File: config.mk
export PLATFORM = sky130hd
export DESIGN_NAME = arc_length_interpolator_unit
export DESIGN_NICKNAME = d
export VERILOG_FILES = /design/src/rtl/ali_pkg.sv /design/src/rtl/ali_atan2.sv /design/src/rtl/arc_length_interpolator_unit.sv
export SDC_FILE = /design/constraint.sdc
export NUM_CORES = 2
export LEC_CHECK = 0
export ABC_AREA = 1
export BUFFER_PORTS_ARGS = -buffer_cell sky130_fd_sc_hd__buf_4
export CORE_ASPECT_RATIO = 1.1
export CORE_UTILIZATION = 25
export CTS_BUF_LIST = sky130_fd_sc_hd__clkbuf_4 sky130_fd_sc_hd__clkbuf_8
export DETAILED_ROUTE_END_ITERATION = 8
export GPL_ROUTABILITY_DRIVEN = 0
export PLACE_DENSITY_LB_ADDON = 0.12
export SYNTH_ARGS = -nofsm -noshare
export SYNTH_HDL_FRONTEND = slang
export SYNTH_HIERARCHICAL = 1
export SYNTH_SLANG_ARGS = --single-unit
File: constraint.sdc
create_clock -name clk -period 21.7 [get_ports clk]
set_input_delay 2.17 -clock clk [delete_from_list [all_inputs] [get_ports clk]]
set_output_delay 2.17 -clock clk [all_outputs]
set_load 0.05 [all_outputs]
File: src/rtl/ali_pkg.sv
// Shared types and constants of the arc length interpolator.
// Holds the input and result word structs and the CORDIC angle table.
// No dependencies.
`timescale 1ns / 1ps

package ali_pkg;

  // Width of a coordinate difference, and of its magnitude
  localparam int DW = 33;
  // Width of a sum of two squared differences
  localparam int SQW = 2 * DW;
  // Width of the query and of the travelled arc length
  localparam int QW = 40;
  localparam int CORDIC_STEPS = 20;

  localparam logic [1:0] KIND_INTERP = 2'd0;
  localparam logic [1:0] KIND_START  = 2'd1;
  localparam logic [1:0] KIND_END    = 2'd2;

  localparam logic [31:0] ATAN_TAB [0:CORDIC_STEPS-1] = '{
    32'h20000000, 32'h12E4051E, 32'h09FB385B, 32'h051111D4, 32'h028B0D43,
    32'h0145D7E1, 32'h00A2F61E, 32'h00517C55, 32'h0028BE53, 32'h00145F2F,
    32'h000A2F98, 32'h000517CC, 32'h00028BE6, 32'h000145F3, 32'h0000A2FA,
    32'h0000517D, 32'h000028BE, 32'h0000145F, 32'h00000A30, 32'h00000518
  };

  typedef struct packed {
    logic signed [31:0] point_x;
    logic signed [31:0] point_y;
    logic signed [15:0] point_heading;
    logic signed [31:0] point_speed;
    logic               last_point;
  } ali_in_t;

  typedef struct packed {
    logic signed [31:0] out_x;
    logic signed [31:0] out_y;
    logic signed [15:0] out_heading;
    logic signed [31:0] out_speed;
    logic        [1:0]  out_kind;
  } ali_out_t;

endpackage

File: src/rtl/ali_atan2.sv
// Iterative atan2 of a segment direction: normalize one bit a cycle,
// then a quadrant pre-rotation and 20 CORDIC vectoring steps, one per cycle.
// Depends on ali_pkg for the angle table.
`timescale 1ns / 1ps

module ali_atan2 (
  input  logic                             clk,
  input  logic                             rst_n,
  input  logic                             start,
  input  logic signed [ali_pkg::DW-1:0]    dx,
  input  logic signed [ali_pkg::DW-1:0]    dy,
  output logic                             done,
  output logic signed [15:0]               heading
);

  localparam int XW = ali_pkg::DW + 4;

  typedef enum logic [1:0] {A_IDLE, A_NORM, A_ROT, A_STEP} astate_t;

  astate_t              state_r;
  logic signed [XW-1:0] x_r, y_r;
  logic [31:0]          ang_r;
  logic [4:0]           i_r;
  logic                 done_r;

  logic signed [XW-1:0] ax, ay, xs, ys;
  logic                 mag_low, y_pos;
  logic [31:0]          hsum;

  always_comb begin
    ax      = x_r[XW-1] ? -x_r : x_r;
    ay      = y_r[XW-1] ? -y_r : y_r;
    mag_low = (ax[XW-1:32] == '0) && (ay[XW-1:32] == '0);
    xs      = x_r >>> i_r;
    ys      = y_r >>> i_r;
    y_pos   = !y_r[XW-1] && (y_r != '0);
    hsum    = ang_r + 32'h0000_8000;
  end

  assign done    = done_r;
  assign heading = hsum[31:16];

  always_ff @(posedge clk) begin
    if (!rst_n) begin
      state_r <= A_IDLE;
      done_r  <= 1'b0;
    end else begin
      case (state_r)
        A_IDLE: begin
          if (start) begin
            x_r   <= {{(XW-ali_pkg::DW){dx[ali_pkg::DW-1]}}, dx};
            y_r   <= {{(XW-ali_pkg::DW){dy[ali_pkg::DW-1]}}, dy};
            ang_r <= '0;
            if (dx == '0 && dy == '0) begin
              done_r <= 1'b1;
            end else begin
              done_r  <= 1'b0;
              state_r <= A_NORM;
            end
          end
        end
        A_NORM: begin
          // double both until the larger magnitude reaches 2^32
          if (mag_low) begin
            x_r <= x_r <<< 1;
            y_r <= y_r <<< 1;
          end else begin
            state_r <= A_ROT;
          end
        end
        A_ROT: begin
          if (x_r[XW-1]) begin
            if (!y_r[XW-1]) begin
              x_r   <= y_r;
              y_r   <= -x_r;
              ang_r <= 32'h4000_0000;
            end else begin
              x_r   <= -y_r;
              y_r   <= x_r;
              ang_r <= 32'hC000_0000;
            end
          end
          i_r     <= '0;
          state_r <= A_STEP;
        end
        A_STEP: begin
          if (y_pos) begin
            x_r   <= x_r + ys;
            y_r   <= y_r - xs;
            ang_r <= ang_r + ali_pkg::ATAN_TAB[i_r];
          end else begin
            x_r   <= x_r - ys;
            y_r   <= y_r + xs;
            ang_r <= ang_r - ali_pkg::ATAN_TAB[i_r];
          end
          if (i_r == 5'(ali_pkg::CORDIC_STEPS - 1)) begin
            done_r  <= 1'b1;
            state_r <= A_IDLE;
          end else begin
            i_r <= i_r + 5'd1;
          end
        end
        default: state_r <= A_IDLE;
      endcase
    end
  end

endmodule

File: src/rtl/arc_length_interpolator_unit.sv
// Arc length interpolator over a streamed polyline, top level.
// Bit-serial squares, square root, division and interpolation products.
// Depends on ali_pkg and ali_atan2.
//
// Usage: write the query distance (unsigned, FRAC_BITS fraction bits) on
// the cfg_ channel while the block is idle; cfg_ready is always high.
// Then stream trajectory points on the in_ channel, one word per point,
// the final point marked by last_point. At most one result word per point
// leaves on the out_ channel: the start point, the end point, or the point
// interpolated along the first segment that reaches the query distance.
// Points after a hit are dropped until the last mark.
// A point that closes no segment is only evaluated or emitted. A segment
// point forms the sum of squares (one multiplier bit a cycle) and the
// square root (one root bit a cycle) and decides. A hit adds the division
// and the multiply, overlapped with the atan2 unit (normalize, then CORDIC).
// Reset clears the state, the phase, the query, the travelled length and
// the output valid flag. A result held by a stalled receiver keeps the
// next point's result waiting in the block; the next point is accepted
// meanwhile.
`timescale 1ns / 1ps

module arc_length_interpolator_unit #(
  parameter int FRAC_BITS = 16
) (
  input  logic                    clk,
  input  logic                    rst_n,
  input  logic                    cfg_valid,
  output logic                    cfg_ready,
  input  logic [ali_pkg::QW-1:0]  cfg_query_distance,
  input  logic                    in_valid,
  output logic                    in_ready,
  input  ali_pkg::ali_in_t        in_data,
  output logic                    out_valid,
  input  logic                    out_ready,
  output ali_pkg::ali_out_t       out_data
);

  localparam int DW  = ali_pkg::DW;
  localparam int QW  = ali_pkg::QW;
  localparam int SQW = ali_pkg::SQW;
  localparam int TW  = FRAC_BITS + 1;
  localparam int PW  = DW + TW;
  localparam int STEPS_MAX = (TW > DW) ? TW : DW;
  localparam int CNT_W = $clog2(STEPS_MAX + 1);

  typedef enum logic [1:0] {
    PH_FIRST  = 2'd0,
    PH_SEARCH = 2'd1,
    PH_SKIP   = 2'd2
  } phase_t;

  typedef enum logic [3:0] {
    S_IDLE, S_EVAL, S_SQ, S_SQRT, S_DECIDE, S_DIV, S_MUL, S_WAIT, S_EMIT
  } state_t;

  state_t                 state_r;
  phase_t                 phase_r;
  ali_pkg::ali_in_t       cur_r;
  logic signed [31:0]     px_r, py_r, pv_r;
  logic [QW-1:0]          trav_r, query_r;
  logic signed [DW-1:0]   dx_r, dy_r, dv_r;
  logic [DW-1:0]          ax_r, ay_r, mx_r, my_r;
  logic [SQW-1:0]         sq_r, rad_r;
  logic [DW+1:0]          rem_r;
  logic [DW-1:0]          root_r, part_r;
  logic [TW-1:0]          q_r;
  logic signed [PW-1:0]   accx_r, accy_r, accv_r;
  logic [CNT_W-1:0]       cnt_r;
  ali_pkg::ali_out_t      res_r, out_r;
  logic                   out_valid_r;

  // combinational helpers
  logic signed [DW-1:0]   ddx, ddy, ddv, adx, ady;
  logic [SQW-1:0]         sq_nxt;
  logic [DW+3:0]          rem_sh, trial;
  logic                   sq_ge;
  logic [QW:0]            reach;
  logic                   hit;
  logic [QW-1:0]          diff, trav_nxt;
  logic [DW-1:0]          remv;
  logic                   ge0;
  logic [DW:0]            dsh;
  logic                   dge;
  logic                   tb;
  logic                   atan_start, atan_done;
  logic signed [15:0]     atan_heading;
  logic                   slot_free;

  always_comb begin
    ddx = {cur_r.point_x[31], cur_r.point_x} - {px_r[31], px_r};
    ddy = {cur_r.point_y[31], cur_r.point_y} - {py_r[31], py_r};
    ddv = {cur_r.point_speed[31], cur_r.point_speed} - {pv_r[31], pv_r};
    adx = ddx[DW-1] ? -ddx : ddx;
    ady = ddy[DW-1] ? -ddy : ddy;

    sq_nxt = {sq_r[SQW-2:0], 1'b0}
           + (mx_r[DW-1] ? SQW'(ax_r) : '0)
           + (my_r[DW-1] ? SQW'(ay_r) : '0);

    rem_sh = {rem_r, rad_r[SQW-1:SQW-2]};
    trial  = {2'b00, root_r, 2'b01};
    sq_ge  = rem_sh >= trial;

    reach    = {1'b0, trav_r} + (QW+1)'(root_r);
    hit      = reach >= {1'b0, query_r};
    diff     = (query_r > trav_r) ? (query_r - trav_r) : '0;
    remv     = (diff > QW'(root_r)) ? root_r : diff[DW-1:0];
    ge0      = remv >= root_r;
    trav_nxt = reach[QW] ? {QW{1'b1}} : reach[QW-1:0];

    dsh = {part_r, 1'b0};
    dge = dsh >= {1'b0, root_r};
    tb  = q_r[TW-1];

    atan_start = (state_r == S_DECIDE) && hit;
    slot_free  = !out_valid_r || out_ready;
  end

  ali_atan2 u_atan (
    .clk     (clk),
    .rst_n   (rst_n),
    .start   (atan_start),
    .dx      (dx_r),
    .dy      (dy_r),
    .done    (atan_done),
    .heading (atan_heading)
  );

  assign cfg_ready = 1'b1;
  assign in_ready  = (state_r == S_IDLE);
  assign out_valid = out_valid_r;
  assign out_data  = out_r;

  always_ff @(posedge clk) begin
    if (!rst_n) begin
      state_r     <= S_IDLE;
      phase_r     <= PH_FIRST;
      query_r     <= '0;
      trav_r      <= '0;
      out_valid_r <= 1'b0;
    end else begin
      if (cfg_valid) begin
        query_r <= cfg_query_distance;
      end
      // a load in S_EMIT takes over the handoff of the old word
      if (out_valid_r && out_ready && state_r != S_EMIT) begin
        out_valid_r <= 1'b0;
      end

      case (state_r)
        S_IDLE: begin
          if (in_valid) begin
            cur_r   <= in_data;
            state_r <= S_EVAL;
          end
        end
        S_EVAL: begin
          res_r <= '{out_x: cur_r.point_x, out_y: cur_r.point_y,
                     out_heading: cur_r.point_heading,
                     out_speed: cur_r.point_speed,
                     out_kind: (query_r == '0) ? ali_pkg::KIND_START
                                               : ali_pkg::KIND_END};
          case (phase_r)
            PH_FIRST: begin
              px_r   <= cur_r.point_x;
              py_r   <= cur_r.point_y;
              pv_r   <= cur_r.point_speed;
              trav_r <= '0;
              if (query_r == '0) begin
                phase_r <= cur_r.last_point ? PH_FIRST : PH_SKIP;
                state_r <= S_EMIT;
              end else if (cur_r.last_point) begin
                state_r <= S_EMIT;
              end else begin
                phase_r <= PH_SEARCH;
                state_r <= S_IDLE;
              end
            end
            PH_SEARCH: begin
              dx_r    <= ddx;
              dy_r    <= ddy;
              dv_r    <= ddv;
              ax_r    <= adx;
              ay_r    <= ady;
              mx_r    <= adx;
              my_r    <= ady;
              sq_r    <= '0;
              cnt_r   <= '0;
              state_r <= S_SQ;
            end
            default: begin
              // skipping to the last mark; drop the point
              if (cur_r.last_point) begin
                phase_r <= PH_FIRST;
              end
              state_r <= S_IDLE;
            end
          endcase
        end
        S_SQ: begin
          sq_r <= sq_nxt;
          mx_r <= {mx_r[DW-2:0], 1'b0};
          my_r <= {my_r[DW-2:0], 1'b0};
          if (cnt_r == CNT_W'(DW - 1)) begin
            rad_r   <= sq_nxt;
            rem_r   <= '0;
            root_r  <= '0;
            cnt_r   <= '0;
            state_r <= S_SQRT;
          end else begin
            cnt_r <= cnt_r + CNT_W'(1);
          end
        end
        S_SQRT: begin
          rad_r  <= {rad_r[SQW-3:0], 2'b00};
          rem_r  <= sq_ge ? (DW+2)'(rem_sh - trial) : rem_sh[DW+1:0];
          root_r <= {root_r[DW-2:0], sq_ge};
          if (cnt_r == CNT_W'(DW - 1)) begin
            state_r <= S_DECIDE;
          end else begin
            cnt_r <= cnt_r + CNT_W'(1);
          end
        end
        S_DECIDE: begin
          cnt_r  <= '0;
          accx_r <= '0;
          accy_r <= '0;
          accv_r <= '0;
          if (hit) begin
            phase_r <= cur_r.last_point ? PH_FIRST : PH_SKIP;
            if (root_r == '0) begin
              q_r     <= '0;
              state_r <= S_MUL;
            end else begin
              q_r     <= TW'(ge0);
              part_r  <= ge0 ? (remv - root_r) : remv;
              state_r <= S_DIV;
            end
          end else begin
            trav_r <= trav_nxt;
            px_r   <= cur_r.point_x;
            py_r   <= cur_r.point_y;
            pv_r   <= cur_r.point_speed;
            if (cur_r.last_point) begin
              phase_r <= PH_FIRST;
              state_r <= S_EMIT;
            end else begin
              state_r <= S_IDLE;
            end
          end
        end
        S_DIV: begin
          part_r <= dge ? DW'(dsh - {1'b0, root_r}) : dsh[DW-1:0];
          q_r    <= {q_r[TW-2:0], dge};
          if (cnt_r == CNT_W'(FRAC_BITS - 1)) begin
            cnt_r   <= '0;
            state_r <= S_MUL;
          end else begin
            cnt_r <= cnt_r + CNT_W'(1);
          end
        end
        S_MUL: begin
          // most significant bit of t first: shift, then add the delta
          accx_r <= (accx_r <<< 1) + (tb ? PW'(dx_r) : PW'(0));
          accy_r <= (accy_r <<< 1) + (tb ? PW'(dy_r) : PW'(0));
          accv_r <= (accv_r <<< 1) + (tb ? PW'(dv_r) : PW'(0));
          q_r    <= {q_r[TW-2:0], 1'b0};
          if (cnt_r == CNT_W'(TW - 1)) begin
            state_r <= S_WAIT;
          end else begin
            cnt_r <= cnt_r + CNT_W'(1);
          end
        end
        S_WAIT: begin
          if (atan_done) begin
            res_r.out_x       <= px_r + 32'(accx_r >>> FRAC_BITS);
            res_r.out_y       <= py_r + 32'(accy_r >>> FRAC_BITS);
            res_r.out_speed   <= pv_r + 32'(accv_r >>> FRAC_BITS);
            res_r.out_heading <= atan_heading;
            res_r.out_kind    <= ali_pkg::KIND_INTERP;
            state_r           <= S_EMIT;
          end
        end
        S_EMIT: begin
          // hold until the output register frees
          if (slot_free) begin
            out_r       <= res_r;
            out_valid_r <= 1'b1;
            state_r     <= S_IDLE;
          end
        end
        default: state_r <= S_IDLE;
      endcase
    end
  end

endmodule

* After elaboration in Yosys (flattened, before gate mapping)
Memories as Yosys holds them, arrays and structs flattened.
Index checks and enable logic that the tools add are counted.
W data, S select, Z words.
** Storage, ports and cells
- Register bits :: 1268
- Memories kept :: 1
- Memory bits (read-only) :: 1024
** Memories
- (name not given) :: depth 32, width 32, rd ports 1, clocked after memory_dff 0, wr ports 0, line ali_atan2.sv:90 : ang_r <= ang_r + ali_pkg::ATAN_TAB[i_r];
** Operators by class
- Order comparisons :: 7
- Reductions and logical operators :: 50
- Equality and inequality tests :: 40
- Bitwise operators :: 1
- Mux-type cells :: 109
- Shift operators :: 2
- Add/subtract/negate cells :: 29
** Operators with widths (number)
- $mux W37 :: 11
- $mux W33 :: 12
- $mux W32 :: 12
- $pmux W37 S4 :: 2
- $pmux W48 S2 :: 3
- $pmux W33 S2 :: 4
- $pmux W114 S2 :: 1
- $pmux W32 S2 :: 3
- $mux W40 :: 4
- $add A48 B48 Y48 :: 3
- $mux W48 :: 3
- $add A66 B33 Y66 :: 2
- $pmux W66 S2 :: 1
- $pmux W65 S2 :: 1
- $add A32 B32 Y32 :: 4
- $mux W114 :: 1
- $logic_not A33 Y1 :: 3
- $sub A32 B32 Y33 :: 3
- $pmux W32 S3 :: 1
- $pmux W40 S2 :: 1
- $add A37 B37 Y37 :: 2
- $neg A37 Y37 :: 2
- $sshr A37 B5 Y37 :: 2
- $sub A37 B37 Y37 :: 2
- other kinds (64) :: 155

* Depth between registers and ports, before layout
- Depth in word-level cells :: 9
- Depth in mapped cells :: 54

* By module
The synthesis kept the hierarchy.
** Modules (own cells, without submodules)
- arc_length_interpolator_unit :: seq. area each 33722.3 µm², area each 81245.4 µm², instances 1, cells an instance 10278
- ali_atan2 :: seq. area each 3393.3 µm², area each 21053.9 µm², instances 1, cells an instance 3599

* Worst setup path before layout
No wires, ideal clock.
- Path type :: input to register
- Start :: in rst_n
- End :: reg ax_r[10] (enable)
- Slack :: 7386 ps
- Data required time :: 20813 ps
- Arrival time :: 13427 ps
- Cell stages on the path :: 3
- Library setup time :: 887 ps
- Path through :: inv_1 -> clkbuf_1 -> nor3_1
** On the way
- Cells in the longest elaborated chain, start to end :: 1
** RTL lines
- start, declared :: line arc_length_interpolator_unit.sv:26 : input logic rst_n,
- $reduce_and A3 Y1 (no source line)
- end signal, assigned :: line arc_length_interpolator_unit.sv:183 : ax_r <= adx;
- end, declared :: line arc_length_interpolator_unit.sv:62 : logic [DW-1:0] ax_r, ay_r, mx_r, my_r;
Every way passes these cells.
A chain may end at the register's enable or synchronous reset.

* Worst setup path in the final report
- Start :: reg trav_r[9]
- End :: reg part_r[31] (data pin)
** On the way
- Cells in the longest elaborated chain, start to end :: 9
- Elaborated cells between the ends (all ways) :: 11
- Those cells by class :: add/sub (2); order compare (3); mux (6)
** RTL lines
- start, declared :: line arc_length_interpolator_unit.sv:60 : logic [QW-1:0] trav_r, query_r;
- start signal, assigned :: line arc_length_interpolator_unit.sv:240 : trav_r <= trav_nxt;
- $sub A40 B40 Y40 / $gt A40 B40 Y1 (equally long branches) :: line arc_length_interpolator_unit.sv:106 : diff = (query_r > trav_r) ? (query_r - trav_r) : '0;
- $mux W40 (*) :: line arc_length_interpolator_unit.sv:106
- $gt A40 B33 Y1 :: line arc_length_interpolator_unit.sv:107 : remv = (diff > QW'(root_r)) ? root_r : diff[DW-1:0];
- $mux W33 (*) :: line arc_length_interpolator_unit.sv:107
- $sub A33 B33 Y33 / $ge A33 B33 Y1 (equally long branches) :: line arc_length_interpolator_unit.sv:236, arc_length_interpolator_unit.sv:108
- $mux W33 (*) :: line arc_length_interpolator_unit.sv:236 : part_r <= ge0 ? (remv - root_r) : remv;
- $mux W33 (*) :: line arc_length_interpolator_unit.sv:231 : if (root_r == '0) begin
- $mux W33 (*) :: line arc_length_interpolator_unit.sv:229 : if (hit) begin
- $pmux W33 S2 (*) :: line arc_length_interpolator_unit.sv:150 : case (state_r)
- end signal, assigned :: line arc_length_interpolator_unit.sv:236
- end signal, assigned :: line arc_length_interpolator_unit.sv:253 : part_r <= dge ? DW'(dsh - {1'b0, root_r}) : dsh[DW-1:0];
- end, declared :: line arc_length_interpolator_unit.sv:65 : logic [DW-1:0] root_r, part_r;
Mark *: on every way between the ends. The rest lies on a longest branch, timed or not. The select of a mux whose other input is x is not followed.

==> Flow_metrics.wiki <==
{| class="wikitable"
! Metric !! Value
|-
| Cell with the most instances on the worst path || sky130_fd_sc_hd__nand2_1
|-
| Initial core utilization || 25.1%
|-
| CTS H-Tree Depth || 4
|-
| Fraction of power consumed by the clock network || 23.1%
|-
| Detailed-route via count || 95100
|-
| Vias in the first global route || 94200
|-
| Number of DRC markers after the initial detailed-route iteration || 7096
|-
| Final-layout setup total negative slack || 0 ns
|-
| Number of placement rows || 246
|-
| Power density relative to cell area || 92.4 nW/µm²
|-
| Quantity of gates resized following cts || 0
|-
| TritonCTS clock tree || yes
|-
| Internal power summed over all cells || 5.77 mW
|-
| Number of warnings printed during yosys synthesis || 6
|-
| Buffers from clock root to sink, at most || 4
|-
| Max IR drop VDD || 64.7 µV
|-
| Post-CTS Hold Fix Bufs || 0
|-
| Net count, final || 15100
|-
| DRC errors left || 0
|-
| Switching share of power || 45.9%
|-
| DRT Wirelength || 427 mm
|-
| Clk_lat worst skew || 1.12 ns
|-
| HPWL after DPL || 337 mm
|-
| Final period utilization || 39.2%
|-
| P_leak || 50.3 nW
|-
| Reported net switching power || 4.89 mW
|-
| Hold violation total from the final report || 0
|-
| Gr ovfl total || 0
|-
| Top Family by Delay on Critical Path || simple AND/OR/NAND/NOR gates
|-
| Cell area after placement || 111000 µm²
|-
| Combinational power share || 46.0%
|-
| Detailed-routing iteration count for the pre-antenna-repair pass || 9
|-
| Rel. slew slack || 21.0%
|-
| CTS Root Cell || sky130_fd_sc_hd__clkbuf_8
|-
| Clock-pin slew on the worst setup and hold paths || 0.06 ns
|-
| Minimum clock period after layout || 8.50 ns
|-
| CP max stage delay || 0.67 ns
|-
| Clock sink total || 1266
|-
| Start-to-end type of the worst setup path || register to register
|-
| Boundary pin count || 275
|-
| Core Footprint || 408000 µm²
|-
| Setup slack at placement || 13.29 ns
|-
| Worst-path cell with the longest stage delay || sky130_fd_sc_hd__nand2_1
|-
| Post-route antenna net violation count || 0
|-
| Gate Count Post-Synth || 13900
|-
| Die footprint || 412000 µm²
|-
| Required time of the worst setup path || 22.47 ns
|-
| P&R area growth vs syn || 12.7%
|-
| Proportion of layout cells with a drive suffix above 1 || 7.08%
|-
| RSZ-0062 raised after global routing || false
|-
| Number of max-cap violations || 0
|-
| Critical path fanouts, max || 33
|-
| Setup-violating endpoint count in the final report || 0
|-
| Distinct cell type count after synthesis || 78
|-
| Syn Nets || 14800
|-
| WL per Instance || 21.6 µm
|-
| Largest net degree at the start of global routing || 121
|-
| Class of the most critical hold timing path || register to register
|-
| Kind of launch point of the worst setup path || register
|-
| Total routing usage reported by global routing || 20.1%
|-
| Final setup slack of the worst path || 13.20 ns
|-
| Number of antenna violations at the first check in global routing || 13
|-
| #FFs+latches synth || 1266
|-
| Number of max-slew violations in the final report || 0
|-
| Pin slew with the least headroom to its limit || 1.18 ns
|-
| Design Area, Final || 115000 µm²
|-
| Summed instance area of the synthesized netlist || 102000 µm²
|-
| Commonest register cell after synthesis || sky130_fd_sc_hd__edfxtp_1
|-
| Post-CTS setup buffer count || 0
|-
| Final worst clock skew || 0.147 ns
|-
| Proportion of synthesized chip area in sequential cells || 36.3%
|-
| Post-synthesis async set-or-reset flop share || 0%
|-
| Buffer and inverter count on the worst path || 6
|-
| Highest clock frequency the design can meet || 118 MHz
|-
| CTS buffer count || 243
|-
| Status || finished, final reports clean
|-
| Die height || 673 µm
|-
| Sequential Power Share || 30.9%
|-
| Worst Path Arrival || 9.27 ns
|-
| Post-synth top area share || 34.5%
|-
| Post-synth EDFFs || 1176
|-
| Count of input and output buffers || 273
|-
| Per-instance average area after synthesis || 7.37 µm²
|-
| Critical Path Sink Type || register
|-
| Vias per Instance || 4.80
|-
| Leading post-synthesis cells by cell area || sky130_fd_sc_hd__edfxtp_1, sky130_fd_sc_hd__nand2_1, sky130_fd_sc_hd__ha_1
|-
| Cell type with the highest aggregate area in the netlist || sky130_fd_sc_hd__edfxtp_1
|-
| Wire length of the first global-routing pass || 626 mm
|-
| Die boundary width || 612 µm
|}
-- registers in the layout (all words and copies together), names as in the netlist, 33 cells and up --
signal / flops
out_data: 114
res_r: 114
cur_r: 113
rad_r: 66
sq_r: 65
accv_r: 48
accx_r: 48
accy_r: 48
query_r: 40
trav_r: 40
u_atan/x_r: 37
u_atan/y_r: 37
rem_r: 35
dv_r: 33
dx_r: 33
dy_r: 33
mx_r: 33
my_r: 33
part_r: 33
root_r: 33
-- layer usage --
layer,GRT usage (%),up-vias,wire length [µm]
met5,0,-,13
met4,5.62,2,12600
met3,2.13,526,18400
met2,33.7,2270,198000
met1,27.3,45000,198000
li1,-,47300,-
-- power groups by stage --
stage	registers [mW]	logic, mW	clock network, mW
3_5_place_dp	3.34	4.85	0
4_1_cts	3.29	4.88	2.57
3_3_place_gp	3.34	4.87	0
5_1_grt	3.30	5.45	2.65
2_1_floorplan	3.24	3.32	0
6_report	3.29	4.90	2.46
-- cell families after synthesis --
logic type | count (synthesis) | synth area share (%)
AO/OA/AOI/OAI | 2826 | 15.3
XOR/XNOR | 499 | 4.40
adder cells (fa/ha/maj) | 786 | 9.97
buffers and inverters | 2149 | 8.23
flip-flops | 1266 | 36.3
other | 1 | 0.00367
AND/OR/NAND/NOR | 6350 | 25.9
-- path summary, 6_finish.rpt --
kind / cells past startpoint / start / endpoint / slack [ns]
setup / recovery: 40 / trav_r[9] / part_r[31] / 13.20
hold / removal: 0 / res_r[83] / out_data[83] / 0.37
setup reg to reg: 40 / trav_r[9] / part_r[31] / 13.20
hold reg to reg: 0 / res_r[83] / out_data[83] / 0.37
-- cell usage in the layout, fill, tap and decap left out, drive strengths merged, types with 187 or more instances in the layout --
cell	netlist	layout
edfxtp	1176	1176
xor2	312	312
nor2	1393	1393
buf	136	371
clkbuf	195	312
nand3	872	872
inv	1812	1822
o21ai	990	990
xnor2	187	187
a21oi	1267	1267
ha	737	737
nand2	3546	3546
-- synth_stat cells (25+ instances only) --
cell type / n
sky130_fd_sc_hd__a21o_1: 71
sky130_fd_sc_hd__nand2_2: 36
sky130_fd_sc_hd__inv_1: 1767
sky130_fd_sc_hd__nor2_2: 34
sky130_fd_sc_hd__xnor2_1: 180
sky130_fd_sc_hd__dfxtp_1: 90
sky130_fd_sc_hd__a21oi_1: 1256
sky130_fd_sc_hd__nor2_1: 1353
sky130_fd_sc_hd__o211ai_1: 53
sky130_fd_sc_hd__o21ai_1: 53
sky130_fd_sc_hd__o21ai_0: 929
sky130_fd_sc_hd__nand2_1: 3508
sky130_fd_sc_hd__o21bai_1: 81
sky130_fd_sc_hd__nand3b_1: 32
sky130_fd_sc_hd__buf_2: 68
sky130_fd_sc_hd__xor2_1: 301
sky130_fd_sc_hd__inv_2: 43
sky130_fd_sc_hd__ha_1: 737
sky130_fd_sc_hd__or2_2: 57
sky130_fd_sc_hd__buf_4: 25
sky130_fd_sc_hd__fa_1: 49
sky130_fd_sc_hd__nor4_1: 88
sky130_fd_sc_hd__nand3_1: 863
sky130_fd_sc_hd__nand4_1: 133
sky130_fd_sc_hd__edfxtp_1: 1176
sky130_fd_sc_hd__nor3_1: 173
sky130_fd_sc_hd__clkbuf_1: 195
sky130_fd_sc_hd__o21a_1: 85
sky130_fd_sc_hd__a31oi_1: 127
-- through the flow --
step	hold slack, ns	utilization (%)	power (mW)	instances
6_report	0.370	28.3	10.7	19800
4_1_cts	0.369	28.3	10.7	19800
3_5_place_dp	0.405	27.1	8.18	19400
5_1_grt	0.369	28.3	11.4	19800
2_1_floorplan	0.400	-	6.56	13900
3_3_place_gp	0.400	27.1	8.21	19400
-- final cells by class --
class                   count  area (µm²)
diodes                     10        25.0
clock buffers             312        3870
clock inverters           124         857
fillers                 45200      293000
inverters                1818        6840
multi-input cells       10500       56900
flip-flops and latches   1266       37100
well taps                5456        6830
repair buffers            371        2820
Power figures use the tool's default switching activity.
